==> config.mk <==
export PLATFORM = sky130hd
export DESIGN_NAME = mime_transfer_decoder_top
export DESIGN_NICKNAME = d
export VERILOG_FILES = /design/src/mtd_pkg.sv /design/src/mtd_decode.sv /design/src/mtd_out_queue.sv /design/src/mime_transfer_decoder_top.sv
export SDC_FILE = /design/constraint.sdc
export NUM_CORES = 1
export LEC_CHECK = 0
export ABC_AREA = 1
export BUFFER_PORTS_ARGS = -buffer_cell sky130_fd_sc_hd__clkbuf_2
export CORE_UTILIZATION = 65
export DETAILED_ROUTE_END_ITERATION = 6
export GPL_TIMING_DRIVEN = 0
export PLACE_DENSITY = 0.82
export SYNTH_ARGS = -nofsm -noshare
export SYNTH_HDL_FRONTEND = slang
export SYNTH_SLANG_ARGS = --single-unit
==> constraint.sdc <==
create_clock -name clk_i -period 6.9 [get_ports clk_i]
set_input_delay 1.38 -clock clk_i [delete_from_list [all_inputs] [get_ports clk_i]]
set_output_delay 1.38 -clock clk_i [all_outputs]
set_load 0.05 [all_outputs]
==> src/mtd_pkg.sv <==
// mtd_pkg: shared types, codes and character tables for the mime transfer decoder
// depends on nothing; imported by every module of the block

package mtd_pkg;

  localparam int unsigned CapW = 17;

  // decode modes
  localparam logic [1:0] ModePass = 2'd0;
  localparam logic [1:0] ModeB64  = 2'd1;
  localparam logic [1:0] ModeQp   = 2'd2;

  // configuration register indexes
  localparam logic [1:0] CfgIdxMode = 2'd0;
  localparam logic [1:0] CfgIdxCap  = 2'd1;

  // escape tracking codes
  localparam logic [1:0] EscNone  = 2'd0;
  localparam logic [1:0] EscEq    = 2'd1;
  localparam logic [1:0] EscFirst = 2'd2;

  localparam logic [7:0] CharEq = 8'h3D;
  localparam logic [7:0] CharCr = 8'h0D;
  localparam logic [7:0] CharLf = 8'h0A;

  localparam logic [1:0]      ResetMode  = ModePass;
  localparam logic [CapW-1:0] ResetLimit = 17'd4095;

  // one input item's worth of results
  typedef struct packed {
    logic [2:0][7:0] bytes;
    logic [1:0]      n;
    logic            last;
    logic            status;
  } group_t;

  // base64 alphabet: {valid, value}
  function automatic logic [6:0] b64_value(input logic [7:0] c);
    logic [7:0] t;
    t = 8'd0;
    if (c inside {[8'h41:8'h5A]}) begin
      t = c - 8'd65;
      return {1'b1, t[5:0]};
    end
    if (c inside {[8'h61:8'h7A]}) begin
      t = c - 8'd71;
      return {1'b1, t[5:0]};
    end
    if (c inside {[8'h30:8'h39]}) begin
      t = c + 8'd4;
      return {1'b1, t[5:0]};
    end
    if (c == 8'h2B) return {1'b1, 6'd62};
    if (c == 8'h2F) return {1'b1, 6'd63};
    return 7'd0;
  endfunction

  // hex digit: {valid, value}
  function automatic logic [4:0] hex_value(input logic [7:0] c);
    logic [7:0] t;
    t = 8'd0;
    if (c inside {[8'h30:8'h39]}) begin
      t = c - 8'd48;
      return {1'b1, t[3:0]};
    end
    if (c inside {[8'h61:8'h66]}) begin
      t = c - 8'd87;
      return {1'b1, t[3:0]};
    end
    if (c inside {[8'h41:8'h46]}) begin
      t = c - 8'd55;
      return {1'b1, t[3:0]};
    end
    return 5'd0;
  endfunction

endpackage

==> src/mtd_decode.sv <==
// mtd_decode: per-stream decode state and the single-pass decode of one byte
// depends on mtd_pkg (codes, character tables, group_t)

module mtd_decode import mtd_pkg::*; (
  input  logic            clk_i,
  input  logic            rst_ni,
  input  logic            step_i,
  input  logic [7:0]      byte_i,
  input  logic            last_i,
  input  logic [1:0]      mode_i,
  input  logic [CapW-1:0] limit_i,
  output group_t          group_o
);

  logic [11:0]     acc_q, acc_d, acc_n;
  logic [3:0]      fill_q, fill_d, fill_sum;
  logic [1:0]      esc_q, esc_d;
  logic [7:0]      first_q, first_d;
  logic [CapW-1:0] cnt_q, cnt_d, avail;
  logic            ovf_q, ovf_d;
  logic [6:0]      b64v;
  logic [4:0]      hi, lo;
  logic [2:0][7:0] cand;
  logic [1:0]      cn, room, emit;

  assign b64v = b64_value(byte_i);
  assign hi   = hex_value(first_q);
  assign lo   = hex_value(byte_i);

  // candidate bytes in emission order
  always_comb begin
    acc_d    = acc_q;
    fill_d   = fill_q;
    esc_d    = esc_q;
    first_d  = first_q;
    cand     = '0;
    cn       = 2'd0;
    acc_n    = {acc_q[5:0], b64v[5:0]};
    fill_sum = fill_q + 4'd6;
    case (mode_i)
      ModeB64: begin
        if (b64v[6]) begin
          acc_d = acc_n;
          if (fill_sum >= 4'd8) begin
            fill_d  = fill_sum - 4'd8;
            cand[0] = 8'(acc_n >> fill_d);
            cn      = 2'd1;
          end else begin
            fill_d = fill_sum;
          end
        end
      end
      ModeQp: begin
        case (esc_q)
          EscNone: begin
            if (byte_i == CharEq && !last_i) begin
              esc_d = EscEq;
            end else begin
              cand[0] = byte_i;
              cn      = 2'd1;
            end
          end
          EscEq: begin
            if (last_i) begin
              cand[0] = CharEq;
              cand[1] = byte_i;
              cn      = 2'd2;
              esc_d   = EscNone;
            end else begin
              first_d = byte_i;
              esc_d   = EscFirst;
            end
          end
          default: begin
            esc_d   = EscNone;
            first_d = 8'd0;
            if (first_q == CharCr && byte_i == CharLf) begin
              cn = 2'd0; // soft line break
            end else if (hi[4] && lo[4]) begin
              cand[0] = {hi[3:0], lo[3:0]};
              cn      = 2'd1;
            end else begin
              cand[0] = CharEq;
              if (first_q == CharEq && !last_i) begin
                esc_d   = EscFirst;
                first_d = byte_i;
                cn      = 2'd1;
              end else begin
                cand[1] = first_q;
                if (byte_i == CharEq && !last_i) begin
                  esc_d = EscEq;
                  cn    = 2'd2;
                end else begin
                  cand[2] = byte_i;
                  cn      = 2'd3;
                end
              end
            end
          end
        endcase
      end
      default: begin
        cand[0] = byte_i;
        cn      = 2'd1;
      end
    endcase
  end

  // capacity limit: emission is always a prefix of the candidates
  always_comb begin
    avail = (cnt_q < limit_i) ? limit_i - cnt_q : '0;
    room  = (avail >= CapW'(3)) ? 2'd3 : avail[1:0];
    emit  = ovf_q ? 2'd0 : ((cn <= room) ? cn : room);
    ovf_d = ovf_q | (cn > room);
    cnt_d = cnt_q + CapW'(emit);
  end

  assign group_o.bytes  = cand;
  assign group_o.n      = emit;
  assign group_o.last   = last_i;
  assign group_o.status = ovf_d;

  always_ff @(posedge clk_i or negedge rst_ni) begin
    if (!rst_ni) begin
      acc_q   <= '0;
      fill_q  <= '0;
      esc_q   <= EscNone;
      first_q <= '0;
      cnt_q   <= '0;
      ovf_q   <= 1'b0;
    end else if (step_i) begin
      if (last_i) begin
        acc_q   <= '0;
        fill_q  <= '0;
        esc_q   <= EscNone;
        first_q <= '0;
        cnt_q   <= '0;
        ovf_q   <= 1'b0;
      end else begin
        acc_q   <= acc_d;
        fill_q  <= fill_d;
        esc_q   <= esc_d;
        first_q <= first_d;
        cnt_q   <= cnt_d;
        ovf_q   <= ovf_d;
      end
    end
  end

endmodule

==> src/mtd_out_queue.sv <==
// mtd_out_queue: small queue of result groups and the serialiser onto the output stream
// depends on mtd_pkg (group_t)

module mtd_out_queue import mtd_pkg::*; #(
  parameter int unsigned Depth = 4
) (
  input  logic                       clk_i,
  input  logic                       rst_ni,
  input  logic                       push_i,
  input  group_t                     group_i,
  output logic                       full_o,
  output logic [$clog2(Depth+1)-1:0] level_o,
  output logic                       m_axis_tvalid_o,
  input  logic                       m_axis_tready_i,
  output logic [7:0]                 m_axis_tdata_o,
  output logic [2:0]                 m_axis_tuser_o,
  output logic                       m_axis_tlast_o
);

  localparam int unsigned AW = (Depth > 1) ? $clog2(Depth) : 1;
  localparam int unsigned LW = $clog2(Depth+1);

  group_t          mem_q [Depth];
  logic [AW-1:0]   wr_q, rd_q;
  logic [LW-1:0]   level_q;
  logic [1:0]      k_q;
  logic [1:0]      nres_m1;
  group_t          head;
  logic            pop, fire;

  assign head    = mem_q[rd_q];
  assign nres_m1 = (head.n == 2'd0) ? 2'd0 : head.n - 2'd1;
  assign fire    = m_axis_tvalid_o && m_axis_tready_i;
  assign pop     = fire && m_axis_tlast_o;

  assign full_o          = (level_q == LW'(Depth));
  assign level_o         = level_q;
  assign m_axis_tvalid_o = (level_q != '0);
  assign m_axis_tlast_o  = (k_q == nres_m1);

  always_comb begin
    case (k_q)
      2'd0:    m_axis_tdata_o = head.bytes[0];
      2'd1:    m_axis_tdata_o = head.bytes[1];
      default: m_axis_tdata_o = head.bytes[2];
    endcase
    if (head.n == 2'd0) m_axis_tdata_o = 8'd0;
  end

  // has_byte, stream_done, status from the low bit up
  assign m_axis_tuser_o = {head.status, head.last, head.n != 2'd0};

  always_ff @(posedge clk_i) begin
    if (push_i) mem_q[wr_q] <= group_i;
  end

  always_ff @(posedge clk_i or negedge rst_ni) begin
    if (!rst_ni) begin
      wr_q    <= '0;
      rd_q    <= '0;
      level_q <= '0;
      k_q     <= 2'd0;
    end else begin
      if (push_i) wr_q <= (wr_q == AW'(Depth-1)) ? '0 : wr_q + AW'(1);
      if (pop)    rd_q <= (rd_q == AW'(Depth-1)) ? '0 : rd_q + AW'(1);
      if (push_i && !pop)      level_q <= level_q + LW'(1);
      else if (pop && !push_i) level_q <= level_q - LW'(1);
      if (pop)       k_q <= 2'd0;
      else if (fire) k_q <= k_q + 2'd1;
    end
  end

endmodule

==> src/mime_transfer_decoder_top.sv <==
// mime_transfer_decoder_top: stream wrapper, configuration registers and input stage
// depends on mtd_pkg, mtd_decode and mtd_out_queue

// Decodes a MIME body byte stream one byte per cycle while the output queue has room:
// pass-through, base64 (bytes outside the alphabet, padding included, are skipped) or
// quoted-printable ('=' plus two hex digits gives one byte, '=' CR LF is dropped, any other
// '=' goes out literally). Each accepted request yields one to three results; a request
// that decodes to nothing yields a single result with has_byte low so that stream end and
// status are still seen. At most out_capacity - 1 bytes leave per stream, after which
// status rises and stays up until the request flagged tlast, which also clears all stream
// state. A byte is taken into the input register, decoded in one pass and written as a
// group into an output queue of GroupDepth entries; the serialiser drains one result per
// cycle while m_axis_tready is high, so the sustained rate is one request per cycle while
// requests give one result each, and a request giving k results occupies the output for k
// transfers, bursts being soaked up by the queue. Configuration is taken at any time but
// should only be written between streams or while idle.

module mime_transfer_decoder_top import mtd_pkg::*; #(
  parameter int unsigned GroupDepth = 4
) (
  input  logic            clk_i,
  input  logic            rst_ni,
  // input stream
  input  logic            s_axis_tvalid,
  output logic            s_axis_tready,
  input  logic [7:0]      s_axis_tdata,   // data_byte
  input  logic            s_axis_tlast,   // is_last
  // output stream
  output logic            m_axis_tvalid,
  input  logic            m_axis_tready,
  output logic [7:0]      m_axis_tdata,   // out_byte
  output logic [2:0]      m_axis_tuser,   // has_byte, stream_done, status
  output logic            m_axis_tlast,   // end_of_run
  // configuration writes
  input  logic            cfg_valid_i,
  output logic            cfg_ready_o,
  input  logic [1:0]      cfg_index_i,
  input  logic [CapW-1:0] cfg_data_i
);

  localparam int unsigned LW = $clog2(GroupDepth+1);

  logic [1:0]      mode_q;
  logic [CapW-1:0] limit_q;     // out_capacity - 1, floored at zero
  logic            in_valid_q;
  logic [7:0]      in_byte_q;
  logic            in_last_q;
  logic            q_full;
  logic [LW-1:0]   q_level;
  logic            step;
  group_t          group;

  // configuration: always ready, unknown indexes ignored
  assign cfg_ready_o = 1'b1;

  always_ff @(posedge clk_i or negedge rst_ni) begin
    if (!rst_ni) begin
      mode_q  <= ResetMode;
      limit_q <= ResetLimit;
    end else if (cfg_valid_i) begin
      case (cfg_index_i)
        CfgIdxMode: mode_q  <= cfg_data_i[1:0];
        CfgIdxCap:  limit_q <= (cfg_data_i == '0) ? '0 : cfg_data_i - CapW'(1);
        default:    ;
      endcase
    end
  end

  // input register; decoded when the queue has room for its group
  assign step          = in_valid_q && !q_full;
  assign s_axis_tready = !in_valid_q || step;

  always_ff @(posedge clk_i or negedge rst_ni) begin
    if (!rst_ni) begin
      in_valid_q <= 1'b0;
    end else if (s_axis_tready) begin
      in_valid_q <= s_axis_tvalid;
    end
  end

  always_ff @(posedge clk_i) begin
    if (s_axis_tready && s_axis_tvalid) begin
      in_byte_q <= s_axis_tdata;
      in_last_q <= s_axis_tlast;
    end
  end

  mtd_decode u_decode (
    .clk_i   (clk_i),
    .rst_ni  (rst_ni),
    .step_i  (step),
    .byte_i  (in_byte_q),
    .last_i  (in_last_q),
    .mode_i  (mode_q),
    .limit_i (limit_q),
    .group_o (group)
  );

  mtd_out_queue #(
    .Depth (GroupDepth)
  ) u_out_queue (
    .clk_i           (clk_i),
    .rst_ni          (rst_ni),
    .push_i          (step),
    .group_i         (group),
    .full_o          (q_full),
    .level_o         (q_level),
    .m_axis_tvalid_o (m_axis_tvalid),
    .m_axis_tready_i (m_axis_tready),
    .m_axis_tdata_o  (m_axis_tdata),
    .m_axis_tuser_o  (m_axis_tuser),
    .m_axis_tlast_o  (m_axis_tlast)
  );

  // queue never holds more groups than it has entries
  a_level_bound: assert property (@(posedge clk_i) disable iff (!rst_ni)
    q_level <= LW'(GroupDepth))
    else $error("output queue level beyond depth");

  // output valid exactly when a group is queued
  a_valid_level: assert property (@(posedge clk_i) disable iff (!rst_ni)
    m_axis_tvalid == (q_level != '0))
    else $error("output valid disagrees with queue level");

  // a held request keeps its byte while the queue is full
  a_hold_input: assert property (@(posedge clk_i) disable iff (!rst_ni)
    in_valid_q && !step |=> in_valid_q && $stable(in_byte_q) && $stable(in_last_q))
    else $error("stalled input request lost or changed");

endmodule

; ---- Word-level counts from Yosys, hierarchy flattened
; Memories as Yosys holds them, arrays and structs flattened.
; Cells that the tools add are included.
[word_totals]
reg_bits = 76
ram_bits = 112
out_inout_bits = 15
elab_cells = 226
mem_count = 1
[mem_list]
columns = memory, depth, width, read_ports, rd_ports_with_merged_regs, write_ports, line
row1 = u_out_queue.mem_q, 4, 28, 1, 0, 1, mtd_out_queue.sv:23  ; group_t mem_q [Depth];
[op_classes]
n_addsub = 20
n_lt_le_gt_ge = 19
n_eq_ne = 17
shifts = 1
n_mux = 110
bitwise_logic = 1
reduce_logical = 42
[ops]
columns = op, n
row1 = $mux W8, 11
row2 = $pmux W8 S2, 5
row3 = $mux W7, 10
row4 = $mux W16, 4
row5 = $mux W5, 12
row6 = $mux W17, 3
row7 = $le A8 B7 Y1 const B, 6
row8 = $mux W2, 19
row9 = $mux W1, 33
row10 = $eq A8 B6 Y1 const B, 4
row11 = $ge A8 B7 Y1 const B, 4
row12 = $mux W24, 1
row13 = $logic_and A1 B1 Y1, 18
row14 = $mux W6, 3
row15 = $add A17 B2 Y17, 1
row16 = $ge A17 B2 Y1 const B, 1
row17 = $logic_not A17 Y1, 1
row18 = $lt A17 B17 Y1, 1
row19 = $sub A17 B1 Y17 const B, 1
row20 = $sub A17 B17 Y17, 1
row21 = $eq A8 B4 Y1 const B, 2
row22 = $ge A8 B6 Y1 const B, 2
row23 = $le A8 B6 Y1 const B, 2
row24 = $mux W4, 4
row25 = 32 further kinds, 61

; ---- Longest topological paths before layout
; Gate-level depths: netlist of run 1.
[depth]
depth_word = 25
depth_mapped = 36
depth_no_buf = 36

; ---- Cells and area by module
; Synthesis of run 1 repeated with hierarchy kept, for this count alone.
[hier_totals]
cells_unflattened = 1422
area_unflattened_um2 = 11529.8
[modules_own_cells]
columns = mod, n_inst, cells_each, area_each_um2
row1 = mtd_out_queue, 1, 436, 5081.1
row2 = mtd_decode, 1, 811, 4864.7
row3 = mime_transfer_decoder_top, 1, 175, 1584.0

; ---- Worst setup path after synthesis of run 1
; OpenSTA, ideal clock, no wires.
[synth_path]
kind = flip-flop to flip-flop
from = reg in_byte_q[2]
to = reg u_decode.cnt_q[16]
setup_time_ns = 0.131
arrival_ns = 4.129
setup_slack_ns = 2.640
stages_incl_launch_ff = 33
synth_period_minus_slack_ns = 4.260
path_cell_list = edfxtp_1 -> buf_2 -> inv_1 -> ha_1 -> inv_1 -> nand2_1 -> o211ai_1 -> nand2_2 -> nand3_2 -> nand2_2 -> inv_2 -> nor2_4 -> nand2_1 -> nand2_1 -> nand3_1 -> inv_1 -> ha_1 -> a22oi_1 -> inv_1 -> nor2_1 -> nand2_1 -> nand2_1 -> ha_1 -> fa_1 -> nand3_1 -> nor3_1 -> nand2_1 -> nor3_1 -> nand2_1 -> nor2_1 -> nand2_1 -> xor2_1 -> nor2_1
[synth_lines]
columns = item, line
row1 = from (decl), mime_transfer_decoder_top.sv:46  ; logic [7:0] in_byte_q;
row2 = from (signal assigned), mime_transfer_decoder_top.sv:83  ; in_byte_q <= s_axis_tdata;
row3 = to (signal assigned), mtd_decode.sv:144  ; cnt_q <= cnt_d;
row4 = to (decl), mtd_decode.sv:19  ; logic [CapW-1:0] cnt_q, cnt_d, avail;

==> metrics.txt, run 1 <==
# TYPE chip_impl_metric gauge
chip_impl_metric{name="detailroute.via_count",unit=""} 9606
chip_impl_info{name="synth_top_flop_cell",value="sky130_fd_sc_hd__edfxtp_1"} 1
chip_impl_info{name="grt_setup_unrepaired",value="no"} 1
chip_impl_info{name="crit-reg2reg-launch",value="in_byte_q[2]$_DFFE_PP_"} 1
chip_impl_metric{name="synthAdderAreaFrac",unit="%"} 5.73
chip_impl_metric{name="clk_transition_reported_paths",unit="ps"} 70
chip_impl_metric{name="cellLeakagePower",unit="nW"} 5.37
chip_impl_info{name="criticalPathCategory",value="reg -> reg"} 1
chip_impl_metric{name="first_pass_grt_wire_length",unit="mm"} 43.6
chip_impl_metric{name="drt_wl_total",unit="mm"} 27.1
chip_impl_metric{name="synthToLayoutAreaGrowth",unit="%"} 10.3
chip_impl_metric{name="grt_overflow",unit=""} 0
chip_impl_metric{name="htreeDepth",unit=""} 4
chip_impl_metric{name="synthesis.nets",unit=""} 1422
chip_impl_info{name="hp-start",value="u_decode.cnt_q[7]$_DFFE_PN0P_"} 1
chip_impl_metric{name="synth-warning-count",unit=""} 0
chip_impl_metric{name="worst_slew_pin_slew",unit="ps"} 938
chip_impl_metric{name="setup.reg_to_reg.worst_slack",unit="ps"} 1310
chip_impl_metric{name="powerDensity",unit="nW/um^2"} 372
chip_impl_metric{name="placement_rows",unit=""} 47
chip_impl_metric{name="synthCells",unit=""} 1340
chip_impl_metric{name="gp_routability_congestion",unit=""} 0.934
chip_impl_metric{name="vdd_ir_drop_max",unit="mV"} 0.419
chip_impl_metric{name="timing.critical_path.slowest_cell_delay",unit="ps"} 430
chip_impl_metric{name="clock_sinks",unit=""} 187
chip_impl_info{name="run_status",value="complete, no violations"} 1
chip_impl_metric{name="mean_instance_size_in_the_synthesized_netlist",unit="sq um"} 8.27
chip_impl_metric{name="hold_violations",unit=""} 0
chip_impl_metric{name="place_worst_setup_slack",unit="ps"} 1540
chip_impl_info{name="dominant_combinational_cell_family_by_area_after_synthesis",value="simple AND/OR/NAND/NOR gates"} 1
chip_impl_metric{name="routed_via_density",unit=""} 5.86
chip_impl_metric{name="clk_path_buf_depth",unit=""} 2
chip_impl_metric{name="setup-violations-final",unit=""} 0
chip_impl_metric{name="slew_headroom",unit="%"} 37.3
chip_impl_metric{name="max_capacitance_violation_total",unit=""} 0
chip_impl_metric{name="power",unit="mW"} 4.55
chip_impl_metric{name="synth-compound-area-share",unit="%"} 12.0
chip_impl_metric{name="die_width",unit="um"} 133
chip_impl_info{name="yosys-top-cells-area",value="sky130_fd_sc_hd__edfxtp_1, sky130_fd_sc_hd__dfrtp_1, sky130_fd_sc_hd__nand2_1"} 1
chip_impl_metric{name="post-place-cells",unit=""} 1606
chip_impl_metric{name="cts_inserted_buffers",unit=""} 17
chip_impl_metric{name="start_util",unit="%"} 66.6
chip_impl_metric{name="synth_simple_gate_area_share",unit="%"} 24.1
chip_impl_info{name="critPathLaunch",value="in_byte_q[2]$_DFFE_PP_"} 1
chip_impl_info{name="most_frequent_cell_after_synthesis",value="sky130_fd_sc_hd__nand2_1"} 1
chip_impl_metric{name="synth.ff_latch_count",unit=""} 187
chip_impl_metric{name="final_nets",unit=""} 1487
chip_impl_metric{name="post_cts.resized_instances",unit=""} 0
chip_impl_metric{name="die-area",unit="sq um"} 17600
chip_impl_info{name="min_to",value="u_decode.cnt_q[7]$_DFFE_PN0P_"} 1
chip_impl_metric{name="detailedPlacementHpwl",unit="mm"} 19.4
chip_impl_metric{name="synth.cell_area",unit="sq um"} 11100
chip_impl_info{name="kind_of_capture_point_of_the_worst_setup_path",value="register"} 1
chip_impl_metric{name="timing.critical_path.arrival",unit="ps"} 5870
chip_impl_metric{name="final.min_clock_period",unit="ps"} 5590
chip_impl_metric{name="finalHoldWorstSlack",unit="ps"} 499
chip_impl_metric{name="max_freq",unit="MHz"} 179
chip_impl_info{name="worstHoldPathType",value="reg -> reg"} 1
chip_impl_metric{name="synth-async-reset-ratio",unit="%"} 35.3
chip_impl_metric{name="die_y",unit="um"} 133
chip_impl_metric{name="postCtsSetupBuffers",unit=""} 0
chip_impl_info{name="clock-root-buffer",value="sky130_fd_sc_hd__clkbuf_16"} 1
chip_impl_info{name="rr_endpoint",value="u_decode.cnt_q[16]$_DFFE_PN0P_"} 1
chip_impl_metric{name="post_synth_mux_area_share",unit="%"} 0
chip_impl_metric{name="final.setup.worst_slack",unit="ps"} 1310
chip_impl_metric{name="fp.coreArea",unit="sq um"} 16600
chip_impl_metric{name="initial_antenna_violation_count",unit=""} 0
chip_impl_metric{name="io_pins",unit=""} 48
chip_impl_info{name="cpMaxStageDelayCell",value="sky130_fd_sc_hd__edfxtp_1"} 1
chip_impl_metric{name="wl_per_cell",unit="um"} 16.5
chip_impl_metric{name="register_area_share_after_synthesis",unit="%"} 47.8
chip_impl_metric{name="clkLatencyLatePin",unit="ps"} 440
chip_impl_metric{name="grt_use_total",unit="%"} 32.0
chip_impl_metric{name="dpl-instance-area",unit="sq um"} 11600
chip_impl_metric{name="vias_in_the_first_global_route",unit=""} 8764
chip_impl_info{name="critPathMostFrequentCell",value="sky130_fd_sc_hd__nand2_1"} 1
chip_impl_metric{name="critical_path_required",unit="ps"} 7190
chip_impl_info{name="synth.largest_area_cell",value="sky130_fd_sc_hd__edfxtp_1"} 1
chip_impl_metric{name="whs_path_depth",unit=""} 1
chip_impl_metric{name="tns",unit="ps"} 0
chip_impl_metric{name="instances_no_fill",unit=""} 1638
chip_impl_metric{name="finish.instance_area",unit="sq um"} 12200
chip_impl_metric{name="finalCoreUtilization",unit="%"} 73.5
chip_impl_info{name="synth_top_cells_by_count",value="sky130_fd_sc_hd__nand2_1, sky130_fd_sc_hd__inv_1, sky130_fd_sc_hd__nor2_1"} 1
chip_impl_metric{name="first_iteration_detailed_routing_drc_count",unit=""} 974
chip_impl_metric{name="pin_count_of_the_biggest_net_entering_global_routing",unit=""} 59
chip_impl_metric{name="drt_pre_antenna_iters",unit=""} 6
chip_impl_metric{name="cts.hold.buffers_added",unit=""} 0
chip_impl_metric{name="yosys.area_share.xor_xnor",unit="%"} 2.84
chip_impl_metric{name="final_max_slew_viol_count",unit=""} 0
chip_impl_metric{name="synth_edf_count",unit=""} 121
chip_impl_metric{name="synth_top_area_share",unit="%"} 32.8
chip_impl_metric{name="reg2regPathDepth",unit=""} 29
chip_impl_metric{name="drtAntennaViolNets",unit=""} 0
chip_impl_metric{name="synthDistinctLibCells",unit=""} 49
chip_impl_info{name="cts_tree",value="yes"} 1
chip_impl_metric{name="io_buffer_count",unit=""} 45
chip_impl_metric{name="timing.critical_path.fanout_max",unit=""} 10
chip_impl_metric{name="skew",unit="ps"} 10.2
chip_impl_info{name="setup.worst_path.start_class",value="register"} 1
chip_impl_metric{name="final_clock_period_utilization_by_the_worst_path",unit="%"} 80.9
chip_impl_metric{name="insertedDiodeCount",unit=""} 0
chip_impl_metric{name="drc",unit=""} 0
chip_impl_metric{name="drive_gt1_share",unit="%"} 10.1
==> area by class of cell <==
class | count | area [sq um]
multi-input cells | 940 | 4990
well taps | 220 | 275
inverters | 169 | 634
repair buffers | 46 | 255
plain buffers | 44 | 191
flip-flops and latches | 187 | 5300
fillers | 1278 | 4410
clock inverters | 13 | 153
clock buffers | 19 | 433
==> placed cells by master, fill, tap and decap left out, drive strengths merged, types with 3 or more instances in the layout <==
cell type and count:
buf 16, ha 46, nand3b 10, inv 176, a21oi 49, nor2 157
dfrtp 54, nand3 94, o21ai 148, nand2 290, fa 3, nor3 28
xor2 25, and2 3, a22o 8, edfxtp 121, dfstp 12, clkbuf 93
o22ai 28, nand4 22, xnor2 11, clkinv 4
==> power by group <==
part	total (mW)	switching (mW)	leakage, nW	internal [mW]
Combinational	2.00	1.44	3.09	0.560
Sequential	1.56	0.0913	1.99	1.47
Clock	0.982	0.438	0.289	0.545
==> sequential cells by signal, summed over array words and instances (netlist names) <==
name and flops:
in_byte_q 8, in_last_q 1, in_valid_q 1, limit_q 17
mode_q 2, u_decode.acc_q 6, u_decode.cnt_q 17, u_decode.esc_q 2
u_decode.fill_q 3, u_decode.first_q 8, u_decode.ovf_q 1, u_out_queue.k_q 2
u_out_queue.level_o 3, u_out_queue.mem_q 112, u_out_queue.rd_q 2, u_out_queue.wr_q 2
==> cells by family (layout without fill, tap and decap cells) <==
kind of cell	Yosys count	after routing
simple gates	610	610
compound gates	244	244
buf+inv	213	291
flops	187	187
fa+ha+maj	49	49
xor+xnor	36	36
other cells	1	1
==> metal layers <==
layer  track usage, %  up-vias  wire [um]
met5                0        -          0
met2             52.0      433      12900
li1                 -     4619          -
met3             4.94       57       2150
met1             44.7     4497      11500
met4             9.20        0        546
==> critical path, delay by kind of cell (launching register included) <==
kind            cells  cell delay (ps)
simple gates       19             2550
fa+ha+maj           4             1010
compound gates      2              630
buf+inv             3              590
flops               1              430
xor+xnor            1              200
==> how the worst max path moves through the flow <==
| stage | end | slack [ps] | cells past startpoint |
|---|---|---|---|
| final | u_decode.cnt_q[16]$_DFFE_PN0P_ | 1310 | 29 |
| after global routing | u_decode.cnt_q[16]$_DFFE_PN0P_ | 780 | 33 |
| after CTS | u_decode.cnt_q[16]$_DFFE_PN0P_ | 1400 | 33 |
| after detailed placement | u_decode.cnt_q[16]$_DFFE_PN0P_ | 1540 | 33 |
| after global placement | u_decode.cnt_q[16]$_DFFE_PN0P_ | 1810 | 29 |
| after floorplan | u_decode.cnt_q[16]$_DFFE_PN0P_ | 2640 | 32 |
Note: power is estimated with default switching activity, not from simulation.
==> run 2: changes to the inputs <==
- ABC_AREA: 1 -> 0
- CORE_UTILIZATION: 65 -> 56
- PLACE_DENSITY: 0.82 -> 0.76
- clock period: 6.9 -> 4.5 ns (I/O delays scaled with it)
==> run 2 against run 1 <==
The flow now finishes with violations (DRC, setup timing). Critical path type unchanged. Power grew 53%. Largest cell class unchanged. Worst hold slack lost 210 ps. Critical path depth shrank 5.
==> metrics.txt, run 2 <==
# TYPE chip_impl_metric gauge
chip_impl_info{name="run_status",value="finished, violations left"} 1
chip_impl_info{name="failing_checks",value="DRC, setup timing"} 1
chip_impl_metric{name="timing.critical_path.fanout_max",unit=""} 5
chip_impl_metric{name="instances_no_fill",unit=""} 1263
chip_impl_metric{name="critical_path_required",unit="ps"} 4810
chip_impl_info{name="criticalPathCategory",value="reg -> reg"} 1
chip_impl_info{name="synth_top_flop_cell",value="sky130_fd_sc_hd__edfxtp_1"} 1
chip_impl_metric{name="fp.coreArea",unit="sq um"} 18100
chip_impl_metric{name="routed_via_density",unit=""} 6.39
chip_impl_metric{name="netSwitchingFraction",unit="%"} 39.8
chip_impl_metric{name="powerDensity",unit="nW/um^2"} 567
chip_impl_metric{name="cellLeakagePower",unit="nW"} 4.60
chip_impl_metric{name="max_freq",unit="MHz"} 186
chip_impl_metric{name="drt_pre_antenna_iters",unit=""} 7
chip_impl_metric{name="reg2regPathDepth",unit=""} 24
chip_impl_metric{name="synthCells",unit=""} 936
chip_impl_metric{name="start_util",unit="%"} 57.6
chip_impl_metric{name="mean_instance_size_in_the_synthesized_netlist",unit="sq um"} 11.2
chip_impl_metric{name="detailedPlacementHpwl",unit="mm"} 17.5
chip_impl_info{name="crit-reg2reg-launch",value="u_decode.cnt_q[1]$_DFFE_PN0P_"} 1
chip_impl_info{name="largest-register",value="u_out_queue.mem_q"} 1
chip_impl_metric{name="internal",unit="mW"} 4.18
chip_impl_metric{name="io_buffer_count",unit=""} 46
chip_impl_info{name="cts_tree",value="yes"} 1
chip_impl_metric{name="slew_headroom",unit="%"} 15.5
chip_impl_metric{name="final.setup.worst_slack",unit="ps"} -888
chip_impl_metric{name="die_width",unit="um"} 139
chip_impl_metric{name="die-area",unit="sq um"} 19200
chip_impl_metric{name="power",unit="mW"} 6.95
chip_impl_info{name="rr_endpoint",value="u_decode.cnt_q[15]$_DFFE_PN0P_"} 1
chip_impl_info{name="layout_commonest_cell",value="sky130_fd_sc_hd__edfxtp_1"} 1
chip_impl_metric{name="first_iteration_detailed_routing_drc_count",unit=""} 940
chip_impl_info{name="reg_top3",value="u_out_queue.mem_q x112, limit_q x17, u_decode.cnt_q x17"} 1
chip_impl_metric{name="hold_violations",unit=""} 0
chip_impl_info{name="synth_top_cells_by_count",value="sky130_fd_sc_hd__edfxtp_1, sky130_fd_sc_hd__nand2_1, sky130_fd_sc_hd__o21ai_0"} 1
chip_impl_metric{name="detailroute.via_count",unit=""} 8075
chip_impl_metric{name="gp_routability_congestion",unit=""} 0.926
chip_impl_metric{name="fillCellCount",unit=""} 1307
chip_impl_metric{name="synth-warning-count",unit=""} 0
chip_impl_info{name="clock-root-buffer",value="sky130_fd_sc_hd__clkbuf_16"} 1
chip_impl_metric{name="vdd_ir_drop_max",unit="mV"} 0.343
chip_impl_metric{name="vias_in_the_first_global_route",unit=""} 7642
chip_impl_metric{name="p_sw",unit="mW"} 2.77
chip_impl_metric{name="cts_inserted_buffers",unit=""} 17
chip_impl_metric{name="synth.cell_area",unit="sq um"} 10500
chip_impl_metric{name="first_pass_grt_wire_length",unit="mm"} 40.6
chip_impl_metric{name="clk_transition_reported_paths",unit="ps"} 70
chip_impl_metric{name="clock_network_fraction_of_design_power",unit="%"} 23.0
chip_impl_metric{name="post-place-cells",unit=""} 1213
chip_impl_metric{name="synth_edf_count",unit=""} 121
chip_impl_metric{name="drive_gt1_share",unit="%"} 22.2
chip_impl_metric{name="clock_sinks",unit=""} 187
chip_impl_metric{name="grt_use_total",unit="%"} 27.4
chip_impl_info{name="kind_of_capture_point_of_the_worst_setup_path",value="register"} 1
chip_impl_metric{name="htreeDepth",unit=""} 4
chip_impl_metric{name="pin_count_of_the_biggest_net_entering_global_routing",unit=""} 66
chip_impl_metric{name="synth.ff_latch_count",unit=""} 187
chip_impl_metric{name="timing.critical_path.arrival",unit="ps"} 5700
chip_impl_metric{name="final_clock_period_utilization_by_the_worst_path",unit="%"} 120
chip_impl_metric{name="clk_path_buf_depth",unit=""} 2
chip_impl_info{name="critPathLaunch",value="u_decode.cnt_q[1]$_DFFE_PN0P_"} 1
chip_impl_metric{name="register_area_share_after_synthesis",unit="%"} 50.7
chip_impl_metric{name="largest_register_ffs",unit=""} 112
chip_impl_info{name="worstHoldPathType",value="in -> async"} 1
chip_impl_metric{name="synth-async-reset-ratio",unit="%"} 35.3
chip_impl_metric{name="skew",unit="ps"} 10.4
chip_impl_info{name="grt_setup_unrepaired",value="yes"} 1
chip_impl_metric{name="worst_slew_pin_slew",unit="ps"} 1240
chip_impl_info{name="setup.worst_path.start_class",value="register"} 1
chip_impl_info{name="synth.largest_area_cell",value="sky130_fd_sc_hd__edfxtp_1"} 1
chip_impl_metric{name="place_worst_setup_slack",unit="ps"} -1430
chip_impl_metric{name="final_max_slew_viol_count",unit=""} 0
chip_impl_metric{name="finalHoldWorstSlack",unit="ps"} 285
chip_impl_metric{name="initial_antenna_violation_count",unit=""} 0
chip_impl_info{name="yosys-top-cells-area",value="sky130_fd_sc_hd__edfxtp_1, sky130_fd_sc_hd__dfrtp_1, sky130_fd_sc_hd__mux4_2"} 1
chip_impl_metric{name="drc",unit=""} 3
chip_impl_metric{name="placement_rows",unit=""} 49
chip_impl_metric{name="die_y",unit="um"} 139
chip_impl_metric{name="tns",unit="ps"} -11440
chip_impl_metric{name="power.sequential.fraction",unit="%"} 34.9
chip_impl_metric{name="power.combinational.fraction",unit="%"} 42.1
chip_impl_metric{name="synthToLayoutAreaGrowth",unit="%"} 17.2
chip_impl_metric{name="setup.reg_to_reg.worst_slack",unit="ps"} -890
chip_impl_info{name="most_frequent_cell_after_synthesis",value="sky130_fd_sc_hd__edfxtp_1"} 1
chip_impl_metric{name="io_pins",unit=""} 48
chip_impl_metric{name="clkLatencyLatePin",unit="ps"} 450
chip_impl_metric{name="synth_top_area_share",unit="%"} 34.7
chip_impl_metric{name="grt_overflow",unit=""} 0
chip_impl_metric{name="drtAntennaViolNets",unit=""} 0
chip_impl_metric{name="synthDistinctLibCells",unit=""} 86
chip_impl_metric{name="setup-violations-final",unit=""} 17
chip_impl_metric{name="final.min_clock_period",unit="ps"} 5390
chip_impl_metric{name="final_nets",unit=""} 1103
chip_impl_info{name="layout.cells.most_common_list",value="sky130_fd_sc_hd__edfxtp_1, sky130_fd_sc_hd__nand2_1, sky130_fd_sc_hd__nor2_1"} 1
chip_impl_metric{name="drt_wl_total",unit="mm"} 26.0
chip_impl_metric{name="synthesis.nets",unit=""} 1018
chip_impl_metric{name="max_capacitance_violation_total",unit=""} 0
chip_impl_metric{name="wl_per_cell",unit="um"} 20.6
chip_impl_metric{name="insertedDiodeCount",unit=""} 0
==> run 2: cell count changes after synthesis, sizes merged, moves of 16 or more <==
cell   previous run  this run
xor2             25         9
inv             167        49
o21ai           148        66
o22ai            28         4
nor2            157        58
nand3            94        23
mux4              0        28
nand2           290        91
==> run 2: per-layer routing <==
metal | GRT usage, % | wire, um | up-vias
met5 | 0 | 0 | -
met4 | 9.77 | 573 | 0
met3 | 4.45 | 1570 | 52
met2 | 43.4 | 12500 | 330
met1 | 38.6 | 11300 | 3978
li1 | - | - | 3715
==> run 2: worst max-delay path, stage by stage, from the launching register on <==
cell and delay [ps]:
sky130_fd_sc_hd__dfrtp_1 500, sky130_fd_sc_hd__inv_2 110, sky130_fd_sc_hd__ha_1 310, sky130_fd_sc_hd__nor2b_2 190, sky130_fd_sc_hd__o31a_1 330, sky130_fd_sc_hd__o21ai_2 280, sky130_fd_sc_hd__a211oi_4 120, sky130_fd_sc_hd__a2111oi_2 400
sky130_fd_sc_hd__nand4_1 220, sky130_fd_sc_hd__nor4_4 310, sky130_fd_sc_hd__a21o_1 210, sky130_fd_sc_hd__ha_4 220, sky130_fd_sc_hd__nor2b_4 140, sky130_fd_sc_hd__o21ai_4 210, sky130_fd_sc_hd__a21oi_1 150, sky130_fd_sc_hd__a221oi_4 390
sky130_fd_sc_hd__ha_4 210, sky130_fd_sc_hd__a21oi_2 50, sky130_fd_sc_hd__nor2_1 130, sky130_fd_sc_hd__nand2_2 100, sky130_fd_sc_hd__nor2_4 130, sky130_fd_sc_hd__and4_4 260, sky130_fd_sc_hd__nand3_1 90, sky130_fd_sc_hd__xnor2_1 160
sky130_fd_sc_hd__nor2_1 60
==> run 2: metrics by stage <==
step,util [%],cell area [sq um]
floorplan,-,10600
global placement,61.0,11100
detailed placement,61.3,11100
CTS,66.5,12100
global route,67.5,12300
finish,67.5,12300
==> run 2: cell type report <==
cell class	count	area [sq um]	share of cell area, %
Buffer	33	143	1.16
Clock buffer	17	425	3.47
Clock inverter	15	198	1.61
Inverter	51	191	1.56
Multi-Input combinational cell	661	5250	42.8
Sequential cell	187	5300	43.3
Tap cell	229	287	2.34
Timing Repair Buffer	70	464	3.79
==> run 2: timing repair <==
action / in CTS / in global routing
buffers inserted: 15 / 9
pin swaps: 30 / 20
endpoints found under the setup margin: 25 / 33
hold buffers: 0 / 0
resized for setup: 49 / 33
==> run 2: power by group through the flow <==
stage | Sequential [mW] | Clock, mW | Combinational [mW]
6_report | 2.43 | 1.60 | 2.93
5_1_grt | 2.46 | 1.69 | 3.14
4_1_cts | 2.42 | 1.61 | 2.77
3_5_place_dp | 2.45 | 0 | 2.62
3_3_place_gp | 2.43 | 0 | 2.56
2_1_floorplan | 2.39 | 0 | 2.00
==> run 2: how the worst max path moves through the flow <==
stage | to | slack [ps] | cells after the start
floorplan | u_decode.cnt_q[16]$_DFFE_PN0P_ | -520 | 25
global placement | u_decode.cnt_q[16]$_DFFE_PN0P_ | -1400 | 23
detailed placement | u_decode.cnt_q[16]$_DFFE_PN0P_ | -1430 | 23
CTS | u_decode.cnt_q[16]$_DFFE_PN0P_ | -680 | 26
global route | u_decode.cnt_q[15]$_DFFE_PN0P_ | -1090 | 24
finish | u_decode.cnt_q[15]$_DFFE_PN0P_ | -890 | 24
==> run 2: cells by family after synthesis <==
group,Yosys count,synth area share [%]
buffers and inverters,88,3.22
xor gates and xnor gates,34,2.85
and+or+nand+nor,289,14.0
muxes,38,7.03
adders and majority gates,49,6.08
other,1,0.0359
AOI/OAI and AO/OA,250,16.1
DFF,187,50.7
==> run 3: changes to the inputs <==
- CELL_PAD_IN_SITES_DETAIL_PLACEMENT: not set -> 2
- CELL_PAD_IN_SITES_GLOBAL_PLACEMENT: not set -> 2
- CORE_UTILIZATION: 56 -> 42
- PLACE_DENSITY: 0.76 -> 0.79
- clock period: 4.5 -> 5.78 ns (I/O delays scaled with it)
==> run 3 against run 2 <==
The flow finishes with violations (capacitance limit, slew limit, setup timing). Clock skew increased by 13 ps. Power is 18% lower. Global-route usage rose by 0.77 points. Final cell count increased by 7.1%. Clock power shrank 18%. Critical path type unchanged. Critical endpoint is now u_decode.cnt_q[11]$_DFFE_PN0P_. Highest routed layer unchanged.
==> metrics.txt, run 3 (same netlist as run 2, synthesis figures left out) <==
# TYPE chip_impl_metric gauge
chip_impl_info{name="run_status",value="finished, violations left"} 1
chip_impl_info{name="failing_checks",value="capacitance limit, slew limit, setup timing"} 1
chip_impl_metric{name="max_capacitance_violation_total",unit=""} 1
chip_impl_info{name="layout_commonest_cell",value="sky130_fd_sc_hd__edfxtp_1"} 1
chip_impl_metric{name="finish.instance_area",unit="sq um"} 12200
chip_impl_metric{name="detailedPlacementHpwl",unit="mm"} 24.6
chip_impl_metric{name="reg2regPathDepth",unit=""} 25
chip_impl_metric{name="placement_rows",unit=""} 57
chip_impl_metric{name="final_clock_period_utilization_by_the_worst_path",unit="%"} 105
chip_impl_metric{name="wl_per_cell",unit="um"} 28.2
chip_impl_metric{name="netSwitchingFraction",unit="%"} 44.2
chip_impl_info{name="criticalPathCategory",value="reg -> reg"} 1
chip_impl_info{name="cpMaxStageDelayCell",value="sky130_fd_sc_hd__dfrtp_1"} 1
chip_impl_metric{name="cts_inserted_buffers",unit=""} 17
chip_impl_metric{name="drtAntennaViolNets",unit=""} 0
chip_impl_info{name="setup.worst_path.start_class",value="register"} 1
chip_impl_metric{name="gp_routability_congestion",unit=""} 0.845
chip_impl_metric{name="timing.critical_path.slowest_cell_delay",unit="ps"} 460
chip_impl_info{name="cts_tree",value="yes"} 1
chip_impl_metric{name="io_buffer_count",unit=""} 46
chip_impl_metric{name="routed_via_density",unit=""} 6.26
chip_impl_metric{name="clk_transition_reported_paths",unit="ps"} 90
chip_impl_info{name="worstHoldPathType",value="reg -> reg"} 1
chip_impl_metric{name="final_max_slew_viol_count",unit=""} 3
chip_impl_metric{name="power.combinational.fraction",unit="%"} 43.0
chip_impl_metric{name="power.sequential.fraction",unit="%"} 34.1
chip_impl_metric{name="place_worst_setup_slack",unit="ps"} -1500
chip_impl_metric{name="timing.critical_path.fanout_max",unit=""} 10
chip_impl_metric{name="critical_path_required",unit="ps"} 6070
chip_impl_metric{name="final.min_clock_period",unit="ps"} 6090
chip_impl_metric{name="die_y",unit="um"} 160
chip_impl_metric{name="powerDensity",unit="nW/um^2"} 467
chip_impl_metric{name="grt_use_total",unit="%"} 28.2
chip_impl_metric{name="tns",unit="ps"} -1410
chip_impl_metric{name="start_util",unit="%"} 42.9
chip_impl_metric{name="synthToLayoutAreaGrowth",unit="%"} 16.9
chip_impl_metric{name="cellLeakagePower",unit="nW"} 4.54
chip_impl_metric{name="timing.critical_path.arrival",unit="ps"} 6390
chip_impl_metric{name="clock_network_fraction_of_design_power",unit="%"} 23.0
chip_impl_metric{name="internal",unit="mW"} 3.19
chip_impl_metric{name="worst_slew_pin_slew",unit="ps"} 1580
chip_impl_metric{name="htreeDepth",unit=""} 4
chip_impl_metric{name="clk_path_buf_depth",unit=""} 2
chip_impl_metric{name="clkLatencyLatePin",unit="ps"} 460
chip_impl_metric{name="dpl-instance-area",unit="sq um"} 11100
chip_impl_metric{name="pin_count_of_the_biggest_net_entering_global_routing",unit=""} 60
chip_impl_metric{name="vias_in_the_first_global_route",unit=""} 8882
chip_impl_metric{name="drt_wl_total",unit="mm"} 38.2
chip_impl_info{name="kind_of_capture_point_of_the_worst_setup_path",value="register"} 1
chip_impl_metric{name="detailroute.via_count",unit=""} 8471
chip_impl_metric{name="whs_path_depth",unit=""} 2
chip_impl_metric{name="crit_buf_inv",unit=""} 3
chip_impl_metric{name="drc",unit=""} 0
chip_impl_metric{name="hold_violations",unit=""} 0
chip_impl_metric{name="max_freq",unit="MHz"} 164
chip_impl_metric{name="drive_gt1_share",unit="%"} 21.2
chip_impl_metric{name="cts.hold.buffers_added",unit=""} 0
chip_impl_metric{name="skew",unit="ps"} 23.0
chip_impl_info{name="layout.cells.most_common_list",value="sky130_fd_sc_hd__edfxtp_1, sky130_fd_sc_hd__nand2_1, sky130_fd_sc_hd__o21ai_0"} 1
chip_impl_metric{name="initial_antenna_violation_count",unit=""} 0
chip_impl_metric{name="largest_register_ffs",unit=""} 112
chip_impl_metric{name="first_pass_grt_wire_length",unit="mm"} 54.1
chip_impl_metric{name="io_pins",unit=""} 48
chip_impl_metric{name="first_iteration_detailed_routing_drc_count",unit=""} 709
chip_impl_metric{name="setup-violations-final",unit=""} 8
chip_impl_info{name="largest-register",value="u_out_queue.mem_q"} 1
chip_impl_metric{name="cp_num_cells",unit=""} 25
chip_impl_info{name="critPathMostFrequentCell",value="sky130_fd_sc_hd__nor2_1"} 1
chip_impl_metric{name="vdd_ir_drop_max",unit="mV"} 0.376
chip_impl_metric{name="insertedDiodeCount",unit=""} 0
chip_impl_metric{name="p_sw",unit="mW"} 2.52
chip_impl_metric{name="final_nets",unit=""} 1098
chip_impl_info{name="clock-root-buffer",value="sky130_fd_sc_hd__clkbuf_16"} 1
chip_impl_metric{name="drt_pre_antenna_iters",unit=""} 4
chip_impl_metric{name="grt_overflow",unit=""} 0
chip_impl_metric{name="die_width",unit="um"} 160
chip_impl_info{name="reg_top3",value="u_out_queue.mem_q x112, limit_q x17, u_decode.cnt_q x17"} 1
chip_impl_info{name="critical-path-top-delay-family",value="simple AND/OR/NAND/NOR gates"} 1
chip_impl_metric{name="fp.coreArea",unit="sq um"} 24400
chip_impl_metric{name="final.setup.worst_slack",unit="ps"} -314
chip_impl_metric{name="clock_sinks",unit=""} 187
chip_impl_metric{name="die-area",unit="sq um"} 25500
chip_impl_metric{name="slew_headroom",unit="%"} -7.76
==> run 3: cell types whose count changed in the layout (fill, tap and decap cells not counted), moves of 3 or more <==
cell / change
sky130_fd_sc_hd__ha_2: +3
sky130_fd_sc_hd__o21ai_0: +5
sky130_fd_sc_hd__o21ai_1: -5
sky130_fd_sc_hd__ha_4: -4
sky130_fd_sc_hd__inv_12: +5
sky130_fd_sc_hd__inv_8: -4
==> run 3: timing repair <==
item | CTS | global route
setup buffers | 9 | 11
resized for setup | 27 | 58
cloned | 0 | 0
pin swaps | 9 | 23
endpoints found under the setup margin | 21 | 16
==> run 3: final timing paths <==
check,start,to,slack [ps]
min in group asynchronous,rst_ni,u_out_queue.rd_q[1]$_DFFE_PN0P_,540
worst min register to register,limit_q[8]$_DFFE_PN1P_,limit_q[8]$_DFFE_PN1P_,490
max in group asynchronous,rst_ni,limit_q[1]$_DFFE_PN1P_,4620
worst max-delay path,u_decode.cnt_q[9]$_DFFE_PN0P_,u_decode.cnt_q[11]$_DFFE_PN0P_,-310
worst max register to register,u_decode.cnt_q[9]$_DFFE_PN0P_,u_decode.cnt_q[11]$_DFFE_PN0P_,-310
worst min-delay path,limit_q[8]$_DFFE_PN1P_,limit_q[8]$_DFFE_PN1P_,490
==> run 3: metrics by stage <==
step | cells | hold WS (ps) | total power [mW] | utilization, %
2_1_floorplan | 936 | 446 | 3.37 | -
3_3_place_gp | 1306 | 469 | 3.91 | 45.5
3_5_place_dp | 1307 | 484 | 4.08 | 45.6
4_1_cts | 1346 | 497 | 5.48 | 48.9
5_1_grt | 1353 | 529 | 5.92 | 50.1
6_report | 1353 | 488 | 5.71 | 50.1
==> run 3: per-layer routing <==
metal  GRT usage (%)  wire (um)  vias up
met5               0          0        -
li1                -          -     3703
met2            49.1      18800      286
met4            6.88       1040        0
met1            37.3      16700     4420
met3            3.48       1680       62
==> run 3: worst register-to-register path, delay by kind of cell, from the launching register on <==
family                     cells  cell delay (ps)
AOI/OAI and AO/OA              6             1580
xor gates and xnor gates       1              190
adders and majority gates      3              880
buffers and inverters          3              600
DFF                            1              460
muxes                          1              170
and+or+nand+nor               11             2050
==> run 3: cell type report <==
type | count | area [sq um]
Tap cell | 324 | 405
Clock inverter | 15 | 215
Buffer | 33 | 134
Multi-Input combinational cell | 661 | 5150
Fill cell | 2443 | 12200
Clock buffer | 17 | 425
Timing Repair Buffer | 65 | 399
Sequential cell | 187 | 5300
Inverter | 51 | 194
==> run 3: power by group through the flow <==
stage               combinational, mW  clock (mW)  sequential (mW)
global route                     2.59        1.36             1.97
floorplan                        1.51           0             1.85
detailed placement               2.14           0             1.94
finish                           2.45        1.31             1.95
global placement                 2.02           0             1.89
CTS                              2.25        1.30             1.93
